[src/rtl/core/bss_pkg.sv]
// package for the baud scale/step search core
// shared widths, register map, controller states and command/status types
// no dependencies
`timescale 1ns / 1ps

package bss_pkg;

    // field widths
    localparam int BAUD_W     = 24;
    localparam int CLK_W      = 28;
    localparam int SCALE_W    = 8;
    localparam int STEP_OUT_W = 16;
    localparam int FRAC_SHIFT = 17;

    // baud * (scale + 1) and the shared divider operands
    localparam int MULT_W     = BAUD_W + SCALE_W + 1;
    localparam int DIV_NUM_W  = MULT_W + FRAC_SHIFT;
    localparam int DIV_DEN_W  = CLK_W;

    // parameter defaults
    localparam int DEF_SCALE_COUNT = 255;
    localparam int DEF_STEP_MAX    = 65535;

    // register file
    localparam int PADDR_W   = 3;
    localparam int PDATA_W   = 32;
    localparam int REG_IDX_W = PADDR_W - 2;
    localparam logic [REG_IDX_W-1:0] REG_REF_CLOCK = '0;
    localparam logic [CLK_W-1:0]     REF_CLOCK_RESET = 28'd25000000;

    // controller states
    typedef enum logic [3:0] {
        ST_IDLE,
        ST_DIV1_GO,
        ST_DIV1_WAIT,
        ST_CHECK,
        ST_MUL,
        ST_DIV2_GO,
        ST_DIV2_WAIT,
        ST_ERR,
        ST_UPDATE,
        ST_FINISH
    } bss_state_t;

    // divider operand select
    typedef enum logic {
        DIV_STEP,
        DIV_BAUD
    } bss_div_sel_t;

    // controller to datapath
    typedef struct packed {
        logic         load;
        logic         div_start;
        bss_div_sel_t div_sel;
        logic         step_load;
        logic         prod_load;
        logic         err_load;
        logic         update;
        logic         out_load;
    } bss_cmd_t;

    // datapath to controller
    typedef struct packed {
        logic div_done;
        logic clk_zero;
        logic step_over;
        logic last_scale;
    } bss_status_t;

endpackage

[src/rtl/core/baud_scale_step_search_core.sv]
// top level of the baud scale/step search core: config register and instances
// depends on bss_pkg, bss_ctrl, bss_datapath, bss_div
`timescale 1ns / 1ps
//
//  channel   direction  handshake               payload
//  -------   ---------  ---------------------   --------------------------
//  in        input      in_valid / in_ready     target_baud
//  out       output     out_valid / out_ready   best_scale, best_step
//  cfg       input      apb psel/penable        paddr, pwdata -> prdata
//
//  each candidate scale runs two divisions on the shared restoring divider
//  (50 steps each, then the wait state that sees done), one for the step
//  and one for the achieved baud, between the control states
//  a zero reference clock skips the search and goes straight to the result;
//  the search ends early at the first step overflow
//  rst_n clears the controller and the divider control, and sets ref_clock_reg to 25 MHz
//  a finished result waits in the output register while the next
//  transaction is taken; the core stalls at the end of a search only while
//  that register is still full

module baud_scale_step_search_core #(
    parameter int SCALE_COUNT = bss_pkg::DEF_SCALE_COUNT,
    parameter int STEP_MAX    = bss_pkg::DEF_STEP_MAX
) (
    input  logic                           clk,
    input  logic                           rst_n,
    input  logic                           in_valid,
    output logic                           in_ready,
    input  logic [bss_pkg::BAUD_W-1:0]     target_baud,
    output logic                           out_valid,
    input  logic                           out_ready,
    output logic [bss_pkg::SCALE_W-1:0]    best_scale,
    output logic [bss_pkg::STEP_OUT_W-1:0] best_step,
    input  logic                           psel,
    input  logic                           penable,
    input  logic                           pwrite,
    input  logic [bss_pkg::PADDR_W-1:0]    paddr,
    input  logic [bss_pkg::PDATA_W-1:0]    pwdata,
    output logic [bss_pkg::PDATA_W-1:0]    prdata,
    output logic                           pready
);

    import bss_pkg::*;

    logic [CLK_W-1:0]     ref_clock_reg;
    logic [REG_IDX_W-1:0] reg_idx;
    logic                 cfg_write;
    bss_cmd_t             cmd;
    bss_status_t          status;

    // register port
    assign pready    = 1'b1;
    assign reg_idx   = paddr[PADDR_W-1:2];
    assign cfg_write = psel && penable && pwrite && pready;

    always_ff @(posedge clk or negedge rst_n)
    begin
        if (!rst_n)
            ref_clock_reg <= REF_CLOCK_RESET;
        else if (cfg_write && (reg_idx == REG_REF_CLOCK))
            ref_clock_reg <= pwdata[CLK_W-1:0];
    end

    // read back
    always_comb
    begin
        case (reg_idx)
            REG_REF_CLOCK:
                prdata = PDATA_W'(ref_clock_reg);
            default:
                prdata = '0;
        endcase
    end

    bss_ctrl u_ctrl (
        .clk       (clk),
        .rst_n     (rst_n),
        .in_valid  (in_valid),
        .in_ready  (in_ready),
        .out_valid (out_valid),
        .out_ready (out_ready),
        .status    (status),
        .cmd       (cmd)
    );

    bss_datapath #(
        .SCALE_COUNT (SCALE_COUNT),
        .STEP_MAX    (STEP_MAX)
    ) u_datapath (
        .clk         (clk),
        .rst_n       (rst_n),
        .cmd         (cmd),
        .status      (status),
        .ref_clock   (ref_clock_reg),
        .target_baud (target_baud),
        .best_scale  (best_scale),
        .best_step   (best_step)
    );

endmodule

[src/rtl/core/bss_div.sv]
// restoring divider, one quotient bit per cycle
// shared by the step and achieved baud computations; standalone, no package needed
`timescale 1ns / 1ps

module bss_div #(
    parameter int NUM_W = 50,
    parameter int DEN_W = 28
) (
    input  logic             clk,
    input  logic             rst_n,
    input  logic             start,
    input  logic [NUM_W-1:0] num,
    input  logic [DEN_W-1:0] den,
    output logic             done,
    output logic [NUM_W-1:0] quot
);

    localparam int CNT_W = $clog2(NUM_W + 1);

    logic             busy_reg, busy_next;
    logic             done_reg, done_next;
    logic [CNT_W-1:0] count_reg, count_next;
    logic [NUM_W-1:0] num_reg, num_next;
    logic [DEN_W-1:0] rem_reg, rem_next;
    logic [DEN_W-1:0] den_reg, den_next;
    logic [DEN_W:0]   trial;
    logic             fits;

    // one restoring step
    assign trial = {rem_reg, num_reg[NUM_W-1]};
    assign fits  = trial >= {1'b0, den_reg};

    always_comb
    begin
        busy_next  = busy_reg;
        done_next  = 1'b0;
        count_next = count_reg;
        num_next   = num_reg;
        rem_next   = rem_reg;
        den_next   = den_reg;
        if (start)
        begin
            busy_next  = 1'b1;
            count_next = CNT_W'(NUM_W);
            num_next   = num;
            rem_next   = '0;
            den_next   = den;
        end
        else if (busy_reg)
        begin
            num_next   = {num_reg[NUM_W-2:0], fits};
            rem_next   = fits ? DEN_W'(trial - {1'b0, den_reg}) : trial[DEN_W-1:0];
            count_next = count_reg - 1'b1;
            if (count_reg == CNT_W'(1))
            begin
                busy_next = 1'b0;
                done_next = 1'b1;
            end
        end
    end

    // control state
    always_ff @(posedge clk or negedge rst_n)
    begin
        if (!rst_n)
        begin
            busy_reg  <= 1'b0;
            done_reg  <= 1'b0;
            count_reg <= '0;
        end
        else
        begin
            busy_reg  <= busy_next;
            done_reg  <= done_next;
            count_reg <= count_next;
        end
    end

    // operand and partial remainder
    always_ff @(posedge clk)
    begin
        num_reg <= num_next;
        rem_reg <= rem_next;
        den_reg <= den_next;
    end

    assign done = done_reg;
    assign quot = num_reg;

`ifndef NO_ASSERTIONS
    // a new division never cuts into one in progress
    assert property (@(posedge clk) disable iff (!rst_n) start |-> !busy_reg)
        else $error("divider restarted while busy");

    // done only right after the last step
    assert property (@(posedge clk) disable iff (!rst_n)
        done_reg |-> (!busy_reg && $past(busy_reg)))
        else $error("divider done without a run");

    // a running division always has steps left
    assert property (@(posedge clk) disable iff (!rst_n)
        busy_reg |-> (count_reg != '0))
        else $error("divider busy with zero count");
`endif

endmodule

[src/rtl/core/bss_datapath.sv]
// datapath of the baud scale/step search: operands, shared divider, best pair
// depends on bss_pkg and bss_div
`timescale 1ns / 1ps

module bss_datapath #(
    parameter int SCALE_COUNT = bss_pkg::DEF_SCALE_COUNT,
    parameter int STEP_MAX    = bss_pkg::DEF_STEP_MAX
) (
    input  logic                           clk,
    input  logic                           rst_n,
    input  bss_pkg::bss_cmd_t              cmd,
    output bss_pkg::bss_status_t           status,
    input  logic [bss_pkg::CLK_W-1:0]      ref_clock,
    input  logic [bss_pkg::BAUD_W-1:0]     target_baud,
    output logic [bss_pkg::SCALE_W-1:0]    best_scale,
    output logic [bss_pkg::STEP_OUT_W-1:0] best_step
);

    import bss_pkg::*;

    localparam int STEP_W = $clog2(STEP_MAX + 1);
    localparam int MUL_W  = CLK_W + STEP_W;
    localparam int PROD_W = MUL_W + 1;
    localparam int GOT_W  = PROD_W - FRAC_SHIFT;
    localparam int ERR_W  = (GOT_W > BAUD_W) ? GOT_W : BAUD_W;

    logic [BAUD_W-1:0]    baud_reg;
    logic [MULT_W-1:0]    mult_reg;
    logic [SCALE_W-1:0]   scale_reg;
    logic [STEP_W-1:0]    step_reg;
    logic [PROD_W-1:0]    prod_reg;
    logic [ERR_W-1:0]     err_reg;
    logic [ERR_W-1:0]     best_err_reg;
    logic [SCALE_W-1:0]   best_scale_reg;
    logic [STEP_W-1:0]    best_step_reg;
    logic [SCALE_W-1:0]   out_scale_reg;
    logic [STEP_OUT_W-1:0] out_step_reg;

    logic [SCALE_W:0]     scale_plus1;
    logic [MUL_W-1:0]     mul;
    logic [PROD_W-1:0]    prod_next;
    logic [DIV_NUM_W-1:0] div_num;
    logic [DIV_DEN_W-1:0] div_den;
    logic [DIV_NUM_W-1:0] quot;
    logic                 div_done;
    logic [ERR_W-1:0]     got_e;
    logic [ERR_W-1:0]     baud_e;
    logic [ERR_W-1:0]     err_next;

    assign scale_plus1 = {1'b0, scale_reg} + 1'b1;

    // divider operands: step search or achieved baud
    always_comb
    begin
        case (cmd.div_sel)
            DIV_STEP:
            begin
                div_num = {mult_reg, {FRAC_SHIFT{1'b0}}};
                div_den = ref_clock;
            end
            DIV_BAUD:
            begin
                div_num = DIV_NUM_W'(prod_reg[PROD_W-1:FRAC_SHIFT]);
                div_den = DIV_DEN_W'(scale_plus1);
            end
            default:
            begin
                div_num = '0;
                div_den = '0;
            end
        endcase
    end

    bss_div #(
        .NUM_W (DIV_NUM_W),
        .DEN_W (DIV_DEN_W)
    ) u_div (
        .clk   (clk),
        .rst_n (rst_n),
        .start (cmd.div_start),
        .num   (div_num),
        .den   (div_den),
        .done  (div_done),
        .quot  (quot)
    );

    // ref_clock * step plus half the divisor, rounding to nearest
    assign mul       = ref_clock * step_reg;
    assign prod_next = PROD_W'(mul) + PROD_W'({scale_plus1, {(FRAC_SHIFT - 1){1'b0}}});

    // absolute error of the achieved baud
    assign got_e    = ERR_W'(quot[GOT_W-1:0]);
    assign baud_e   = ERR_W'(baud_reg);
    assign err_next = (got_e >= baud_e) ? (got_e - baud_e) : (baud_e - got_e);

    // search registers
    always_ff @(posedge clk)
    begin
        if (cmd.load)
        begin
            baud_reg       <= target_baud;
            mult_reg       <= MULT_W'(target_baud);
            scale_reg      <= '0;
            best_err_reg   <= ERR_W'(target_baud);
            best_scale_reg <= '0;
            best_step_reg  <= '0;
        end
        if (cmd.step_load)
            step_reg <= quot[STEP_W-1:0];
        if (cmd.prod_load)
            prod_reg <= prod_next;
        if (cmd.err_load)
            err_reg <= err_next;
        if (cmd.update)
        begin
            if (err_reg < best_err_reg)
            begin
                best_err_reg   <= err_reg;
                best_scale_reg <= scale_reg;
                best_step_reg  <= step_reg;
            end
            scale_reg <= scale_reg + 1'b1;
            mult_reg  <= mult_reg + MULT_W'(baud_reg);
        end
        if (cmd.out_load)
        begin
            out_scale_reg <= best_scale_reg;
            out_step_reg  <= STEP_OUT_W'(best_step_reg);
        end
    end

    // status to the controller
    assign status.div_done   = div_done;
    assign status.clk_zero   = (ref_clock == '0);
    assign status.step_over  = quot > DIV_NUM_W'(STEP_MAX);
    assign status.last_scale = (scale_reg == SCALE_W'(SCALE_COUNT - 1));

    assign best_scale = out_scale_reg;
    assign best_step  = out_step_reg;

endmodule

[src/rtl/core/bss_ctrl.sv]
// sequencing controller of the baud scale/step search
// depends on bss_pkg for states and command/status types
`timescale 1ns / 1ps

module bss_ctrl (
    input  logic                 clk,
    input  logic                 rst_n,
    input  logic                 in_valid,
    output logic                 in_ready,
    output logic                 out_valid,
    input  logic                 out_ready,
    input  bss_pkg::bss_status_t status,
    output bss_pkg::bss_cmd_t    cmd
);

    import bss_pkg::*;

    bss_state_t state_reg, state_next;
    logic       out_valid_reg, out_valid_next;
    logic       out_free;

    assign out_free = !out_valid_reg || out_ready;

    // next state
    always_comb
    begin
        state_next = state_reg;
        case (state_reg)
            ST_IDLE:
                if (in_valid)
                    state_next = status.clk_zero ? ST_FINISH : ST_DIV1_GO;
            ST_DIV1_GO:
                state_next = ST_DIV1_WAIT;
            ST_DIV1_WAIT:
                if (status.div_done)
                    state_next = ST_CHECK;
            ST_CHECK:
                state_next = status.step_over ? ST_FINISH : ST_MUL;
            ST_MUL:
                state_next = ST_DIV2_GO;
            ST_DIV2_GO:
                state_next = ST_DIV2_WAIT;
            ST_DIV2_WAIT:
                if (status.div_done)
                    state_next = ST_ERR;
            ST_ERR:
                state_next = ST_UPDATE;
            ST_UPDATE:
                state_next = status.last_scale ? ST_FINISH : ST_DIV1_GO;
            ST_FINISH:
                if (out_free)
                    state_next = ST_IDLE;
            default:
                state_next = ST_IDLE;
        endcase
    end

    // outputs
    always_comb
    begin
        cmd      = '0;
        in_ready = 1'b0;
        case (state_reg)
            ST_IDLE:
            begin
                in_ready = 1'b1;
                cmd.load = in_valid;
            end
            ST_DIV1_GO:
            begin
                cmd.div_start = 1'b1;
                cmd.div_sel   = DIV_STEP;
            end
            ST_DIV1_WAIT:
                cmd.div_sel = DIV_STEP;
            ST_CHECK:
                cmd.step_load = 1'b1;
            ST_MUL:
                cmd.prod_load = 1'b1;
            ST_DIV2_GO:
            begin
                cmd.div_start = 1'b1;
                cmd.div_sel   = DIV_BAUD;
            end
            ST_DIV2_WAIT:
                cmd.div_sel = DIV_BAUD;
            ST_ERR:
                cmd.err_load = 1'b1;
            ST_UPDATE:
                cmd.update = 1'b1;
            ST_FINISH:
                cmd.out_load = out_free;
            default:
                cmd = '0;
        endcase
    end

    // result register valid
    always_comb
    begin
        out_valid_next = out_valid_reg;
        if (cmd.out_load)
            out_valid_next = 1'b1;
        else if (out_ready)
            out_valid_next = 1'b0;
    end

    always_ff @(posedge clk or negedge rst_n)
    begin
        if (!rst_n)
        begin
            state_reg     <= ST_IDLE;
            out_valid_reg <= 1'b0;
        end
        else
        begin
            state_reg     <= state_next;
            out_valid_reg <= out_valid_next;
        end
    end

    assign out_valid = out_valid_reg;

endmodule
[config.mk]
export PLATFORM = sky130hd
export DESIGN_NAME = baud_scale_step_search_core
export DESIGN_NICKNAME = d
export VERILOG_FILES = /design/src/rtl/core/bss_pkg.sv /design/src/rtl/core/baud_scale_step_search_core.sv /design/src/rtl/core/bss_div.sv /design/src/rtl/core/bss_datapath.sv /design/src/rtl/core/bss_ctrl.sv
export SDC_FILE = /design/constraint.sdc
export NUM_CORES = 2
export LEC_CHECK = 0
export BUFFER_PORTS_ARGS = -buffer_cell sky130_fd_sc_hd__buf_4
export CAP_MARGIN = 10
export CORE_MARGIN = 5
export CORE_UTILIZATION = 55
export DETAILED_ROUTE_END_ITERATION = 7
export PLACE_DENSITY = 0.85
export SLEW_MARGIN = 20
export SYNTH_ARGS = -nofsm -noshare
export SYNTH_HDL_FRONTEND = slang
export SYNTH_SLANG_ARGS = --single-unit
[constraint.sdc]
create_clock -name clk -period 6.4 [get_ports clk]
set_input_delay 0.32 -clock clk [delete_from_list [all_inputs] [get_ports clk]]
set_output_delay 0.32 -clock clk [all_outputs]
set_load 0.05 [all_outputs]
Word-level counts from Yosys, hierarchy flattened:

Index checks and enable logic that the tools add are counted.

* muxes and demuxes: 47
* reductions and logical operators: 13
* order comparisons: 4
* bitwise gates (word level): 2
* $mul: 1
* add/subtract/negate cells: 8
* eq/ne operators: 15
* divide/modulo/power cells: 0
* shifts and indexed selects: 0

Operators by type and width (number)
* $mux W28: 6
* $mux W50: 2
* $pmux W50 S2: 1
* $mux W33: 2
* $pmux W28 S2: 1
* $gt A50 B16 Y1 const B: 1
* $mux W16: 3
* $add A44 B25 Y45: 1
* $mul A28 B16 Y44: 1
* $mux W8: 5
* $pmux W4 S10: 1
* $add A33 B24 Y33: 1
* $ge A29 B28 Y1: 1
* $ge A28 B24 Y1: 1
* $logic_not A28 Y1: 1
* $lt A28 B28 Y1: 1
* $mux W4: 7
* $sub A24 B28 Y28: 1
* $sub A28 B24 Y28: 1
* $sub A28 B28 Y28: 1
* $mux W1: 17
* $eq A4 B3 Y1 const B: 4
* $mux W6: 2
* $add A8 B1 Y9 const B: 1
* 17 further kinds: 27

* bits in registers: 377
* memory bits (read-only): 0
* input bits: 66
* RAM bits: 0
* logic and storage cells: 110
* memories: 0
* bits in latches: 0

Longest topological paths before layout:

* depth after elaboration: 6
* gate-level depth with buffers: 25

Cells and area by module:

From an unflattened synthesis, not the netlist that was laid out.

* cell total of the unflattened synthesis: 3584
* area, all modules: 35112.4 µm²

Modules (own cells, without submodules)
* bss_datapath: area each 27025.9 µm², sequential area each 5875.6 µm², times used 1, cells each 2876
* bss_div: area each 6286.0 µm², sequential area each 3103.0 µm², times used 1, cells each 566
* baud_scale_step_search_core: area each 1432.6 µm², sequential area each 715.7 µm², times used 1, cells each 98
* bss_ctrl: area each 367.9 µm², sequential area each 125.1 µm², times used 1, cells each 44

Least setup slack after synthesis:

Ideal clock, no wire load.

* kind: register to register
* from: register ref_clock_reg[6]
* to: register u_datapath.prod_reg[37] (data pin)
* library setup time: 0.135 ns
* data required time: 6.265 ns
* data arrival time: 6.670 ns
* stages on the path, launching flop included: 25
* slack: -0.405 ns
* clock period less this slack: 6.805 ns
* cell sequence: dfstp_2 > clkbuf_1 > clkbuf_1 > nand2_1 > fa_1 > inv_1 > fa_1 > inv_1 > fa_1 > inv_1 > fa_1 > fa_1 > inv_1 > fa_1 > inv_1 > ha_1 > nand3_1 > a2111oi_0 > o211ai_1 > a21oi_1 > a21oi_2 > o31ai_2 > a311oi_2 > or4b_1 > nand3_1

* longest elaborated chain between the ends: 2

RTL lines
* from (decl): line baud_scale_step_search_core.sv:45 `logic [CLK_W-1:0] ref_clock_reg;`
* from (signal assigned): line baud_scale_step_search_core.sv:61 `ref_clock_reg <= pwdata[CLK_W-1:0];`
* $mul A28 B16 Y44: line bss_datapath.sv:88 `assign mul = ref_clock * step_reg;`
* $add A44 B25 Y45: line bss_datapath.sv:89 `assign prod_next = PROD_W'(mul) + PROD_W'({scale_plus1, {(FRAC_SHIFT - 1){1'b0}}});`
* named net u_datapath.prod_next[37]: line bss_datapath.sv:41 `logic [PROD_W-1:0] prod_next;`
* to (signal assigned): line bss_datapath.sv:111 `prod_reg <= prod_next;`
* to (decl): line bss_datapath.sv:31 `logic [PROD_W-1:0] prod_reg;`

The timed path passes the listed nets, and every way through them passes these cells.
A chain may end at the register's enable or synchronous reset.

Worst setup path in the final report:

* from: register u_datapath.step_reg[6]
* to: register u_datapath.prod_reg[37] (data pin)

* longest elaborated chain between the ends: 2

RTL lines
* from (decl): line bss_datapath.sv:30 `logic [STEP_W-1:0] step_reg;`
* from (signal assigned): line bss_datapath.sv:109 `step_reg <= quot[STEP_W-1:0];`
* $mul A28 B16 Y44: line bss_datapath.sv:88
* $add A44 B25 Y45: line bss_datapath.sv:89
* named net u_datapath.prod_next[37]: line bss_datapath.sv:41

The timed path passes the listed nets, and every way through them passes these cells.

==> qor.log <==
qor: floorplan.fp.dieW 261.9 um
qor: clock_tree.cts-root-buf sky130_fd_sc_hd__clkbuf_16
qor: clock_tree.total_number_of_clock_tree_sinks 360
qor: detailed_routing.drt_pre_antenna_iters 7
qor: synthesis.synth-edff-count 239
qor: detailed_routing.final_antenna_net_count 0
qor: setup_path.critPathKind flip-flop to flip-flop
qor: detailed_routing.wire_per_inst 20.64 um
qor: detailed_routing.detail_route.iter0.violations 2841
qor: clock_tree.max_h_tree_level 2
qor: final_layout.num-nets-final 4632
qor: synthesis.yosys.area_share.xor_xnor 0.02585
qor: clock_tree.cts.path.max_buffers 3
qor: synthesis.seq_area_frac_synth 0.2814
qor: detailed_routing.vias 28200
qor: setup_path.path_cells buf_4 -> and2_4 -> fa_1 -> inv_1 -> fa_1 -> fa_2 -> inv_2 -> fa_1 -> fa_1 -> inv_1 -> fa_1 -> inv_2 -> ha_4 -> nand3_4 -> a2111oi_4 -> o211ai_1 -> buf_4 -> a21oi_4 -> a21oi_4 -> o31ai_4 -> a311oi_4 -> or4b_4 -> nand3_2
qor: synthesis.synthArstFlopShare 0.1139
qor: clock_tree.numCtsBuffers 40
qor: floorplan.i_o_pin_cnt 125
qor: synthesis.dominantRegCellSynth sky130_fd_sc_hd__edfxtp_1
qor: flow_run.cap_violations 0
qor: synthesis.synth_compound_area_frac 0.1104
qor: setup_path.sort_of_element_at_the_end_of_the_critical_path flip-flop
qor: final_layout.fillerInstances 4595
qor: final_layout.most-common-layout-cells sky130_fd_sc_hd__inv_1 (589), sky130_fd_sc_hd__nand2_1 (446), sky130_fd_sc_hd__fa_1 (360)
qor: sta.max-slew-margin-rel 0.2125
qor: setup_path.timing.critical_path.mode_cell sky130_fd_sc_hd__fa_1
qor: global_route.grt_pass1_wl 155500 um
qor: detailed_routing.via_per_inst 5.862
qor: synthesis.synthesized_area_divided_by_synthesized_cell_count 9.494 um^2
qor: global_route.grt_max_degree 64
qor: global_route.grt_pass1_vias 29040
qor: place.preCtsSetupSlack -0.3726 ns
qor: status.status finished, violations left
qor: sta.post-route-min-period 6.603 ns
qor: synthesis.synth-warning-count 0
qor: synthesis.yosys_register_bits 360
qor: sta.maxClockFrequency 151.5 MHz
qor: clock_tree.tritoncts yes
qor: sta.timing.final.crit_share 1.032
qor: clock_tree.clk_pin_slew 0.06 ns
qor: setup_path.crit_required 6.85 ns
qor: sta.rsz0062_at_grt true
qor: clock_tree.clock_insertion_delay_worst_skew 0.59 ns
qor: floorplan.fp.dieH 261.9 um
qor: sta.fin_skew 0.02505 ns
qor: worst_hold_path.hold_path.class input pin to flip-flop
qor: setup_path.timing.critical_path.slowest_cell_delay 0.59 ns
qor: synthesis.post_synth_num_cell_types 97
qor: place.gp_congestion 0.9958
qor: sta.report.final.hold_viol_count 0
qor: global_route.initial_antenna_violation_count 4
qor: synthesis.synth.mux.area_fraction 0.03701
qor: floorplan.num_rows 92
qor: floorplan.start_util 0.5541
qor: synthesis.synth_simple_gate_area_frac 0.1469
qor: setup_path.worstPathArrival 7.05 ns
qor: floorplan.core_area 62970 um^2
qor: final_layout.commonest_non_fill_non_tap_cell_in_the_layout sky130_fd_sc_hd__inv_1
qor: final_layout.ratio_of_cells_with_drive_above_1_in_the_final_layout 0.1621
qor: detailed_routing.drc_violation_count_after_routing 0
qor: sta.drv_slew 0
qor: sta.fin_hold_ws 0.1432 ns
qor: place.hpwl 74270 um
qor: global_route.globalRoute.totalOverflow 0
qor: global_route.grt_util_overall 0.2867
qor: sta.worst-slew-pin-transition 1.171 ns
qor: place.place.port_buffers 113
qor: synthesis.synthCells 3675
qor: final_layout.synthToLayoutAreaGrowth 16.46%
qor: sta.postLayoutSetupSlackWorst -0.2026 ns
qor: status.failed_checks setup timing
qor: final_layout.final_core_utilization 0.6454
qor: detailed_routing.finalWirelength 99300 um
qor: setup_path.kind_of_cell_adding_the_most_delay_to_the_critical_path adder cells
qor: floorplan.die-area 68580 um^2
qor: setup_path.slowest_stage sky130_fd_sc_hd__fa_2
qor: synthesis.synth_adder_area_share 0.3095
qor: setup_path.critical_path_peak_fanout 6
qor: setup_path.path_buf_inv 6
qor: final_layout.number_of_flip_flops_under_the_largest_register_name 50
qor: sta.setup_violations 10
qor: setup_path.critical_path.startpoint_type flip-flop
qor: synthesis.synth_top_family_by_area adder cells
qor: synthesis.netlist_area 34890 um^2
## worst reg2reg max path, cell delays in order, from the launching register on
cell                        delay [ns]
sky130_fd_sc_hd__edfxtp_1         0.49
sky130_fd_sc_hd__buf_4            0.19
sky130_fd_sc_hd__and2_4           0.13
sky130_fd_sc_hd__fa_1             0.52
sky130_fd_sc_hd__inv_1            0.05
sky130_fd_sc_hd__fa_1             0.47
sky130_fd_sc_hd__fa_2             0.59
sky130_fd_sc_hd__inv_2            0.04
sky130_fd_sc_hd__fa_1             0.50
sky130_fd_sc_hd__fa_1             0.52
sky130_fd_sc_hd__inv_1            0.05
sky130_fd_sc_hd__fa_1             0.51
sky130_fd_sc_hd__inv_2            0.05
sky130_fd_sc_hd__ha_4             0.28
sky130_fd_sc_hd__nand3_4          0.09
sky130_fd_sc_hd__a2111oi_4        0.27
sky130_fd_sc_hd__o211ai_1         0.13
sky130_fd_sc_hd__buf_4            0.18
sky130_fd_sc_hd__a21oi_4          0.24
sky130_fd_sc_hd__a21oi_4          0.11
sky130_fd_sc_hd__o31ai_4          0.30
sky130_fd_sc_hd__a311oi_4         0.18
sky130_fd_sc_hd__or4b_4           0.51
sky130_fd_sc_hd__nand3_2          0.08
## through the flow
stage | TNS [ns] | cell area [um^2] | std cells
final | -0.9833 | 40640 | 4810
after global routing | -3.015 | 40630 | 4806
after CTS | -0.06401 | 40210 | 4793
after detailed placement | -3.745 | 37830 | 4656
after global placement | -2.047 | 37830 | 4656
after floorplan | 0 | 35080 | 3678
## Yosys cell counts, types with 40 or more instances
| library cell | number | area [um^2] |
|---|---|---|
| sky130_fd_sc_hd__a21o_1 | 60 | 450.4 |
| sky130_fd_sc_hd__a21oi_1 | 142 | 710.7 |
| sky130_fd_sc_hd__and2_1 | 228 | 1426 |
| sky130_fd_sc_hd__clkbuf_1 | 167 | 626.9 |
| sky130_fd_sc_hd__dfxtp_1 | 80 | 1602 |
| sky130_fd_sc_hd__edfxtp_1 | 239 | 7177 |
| sky130_fd_sc_hd__fa_1 | 375 | 7507 |
| sky130_fd_sc_hd__ha_1 | 263 | 3291 |
| sky130_fd_sc_hd__inv_1 | 615 | 2308 |
| sky130_fd_sc_hd__mux2_2 | 58 | 653.1 |
| sky130_fd_sc_hd__mux2i_1 | 60 | 600.6 |
| sky130_fd_sc_hd__nand2_1 | 449 | 1685 |
| sky130_fd_sc_hd__nor2_1 | 103 | 386.6 |
| sky130_fd_sc_hd__nor2b_1 | 52 | 325.3 |
| sky130_fd_sc_hd__nor3_1 | 40 | 200.2 |
| sky130_fd_sc_hd__o21ai_0 | 168 | 840.8 |
| sky130_fd_sc_hd__xnor2_1 | 66 | 578.1 |
## logic make-up (layout without fill, tap and decap cells)
kind of cell / after synthesis / after routing
simple gates: 1042 / 1042
buf+inv: 809 / 1091
fa+ha+maj: 638 / 638
compound gates: 600 / 600
flops: 360 / 360
mux: 121 / 121
xor+xnor: 103 / 103
other cells: 2 / 9
## final cells by class
class / instances / area (um^2) / share of cell area
Multi-Input combinational cell: 2509 / 22660 / 0.5577
Sequential cell: 360 / 9822 / 0.2417
Tap cell: 846 / 1059 / 0.02605
Clock buffer: 55 / 1161 / 0.02857
Inverter: 615 / 2310 / 0.05684
Clock inverter: 19 / 277.8 / 0.006835
Timing Repair Buffer: 402 / 3334 / 0.08206
Antenna cell: 4 / 10.01 / 0.0002463
## path summary, 6_finish.rpt
check                           depth (start not counted)                  endpoint  slack (ns)                    startpoint
worst max-delay path                                   23   u_datapath.prod_reg[37]       -0.20        u_datapath.step_reg[6]
worst min-delay path                                    3          u_ctrl.out_valid        0.14                     out_ready
worst max register to register                         23   u_datapath.prod_reg[37]       -0.20        u_datapath.step_reg[6]
worst min register to register                          0  u_datapath.best_step[12]        0.43  u_datapath.best_step_reg[12]
max in group asynchronous                               2       u_ctrl.state_reg[3]        5.64                         rst_n
min in group asynchronous                               2         ref_clock_reg[26]        0.30                         rst_n
## routing by layer
layer,vias to the layer above,GRT usage,wire length [um],share of wire
li1,12500,-,-,-
met1,13820,0.3626,37210,0.37
met2,1480,0.4802,47350,0.48
met3,386,0.05419,9217,0.093
met4,4,0.1331,5495,0.055
met5,-,0,29,0.00029
## timing repair
| action | 4_1_cts | 5_1_grt |
|---|---|---|
| hold buffers | 53 | 0 |
| buffers inserted | 10 | 17 |
| resized for setup | 63 | 89 |
| endpoints found under the setup margin | 19 | 21 |
| hold endpoints to repair | 81 | 0 |
| gates cloned | 1 | 0 |
| pin swaps | 63 | 73 |
Power is left out: the tool's default activity adds up to more than one toggle a clock period on the data nets, which glitch-free logic cannot reach.
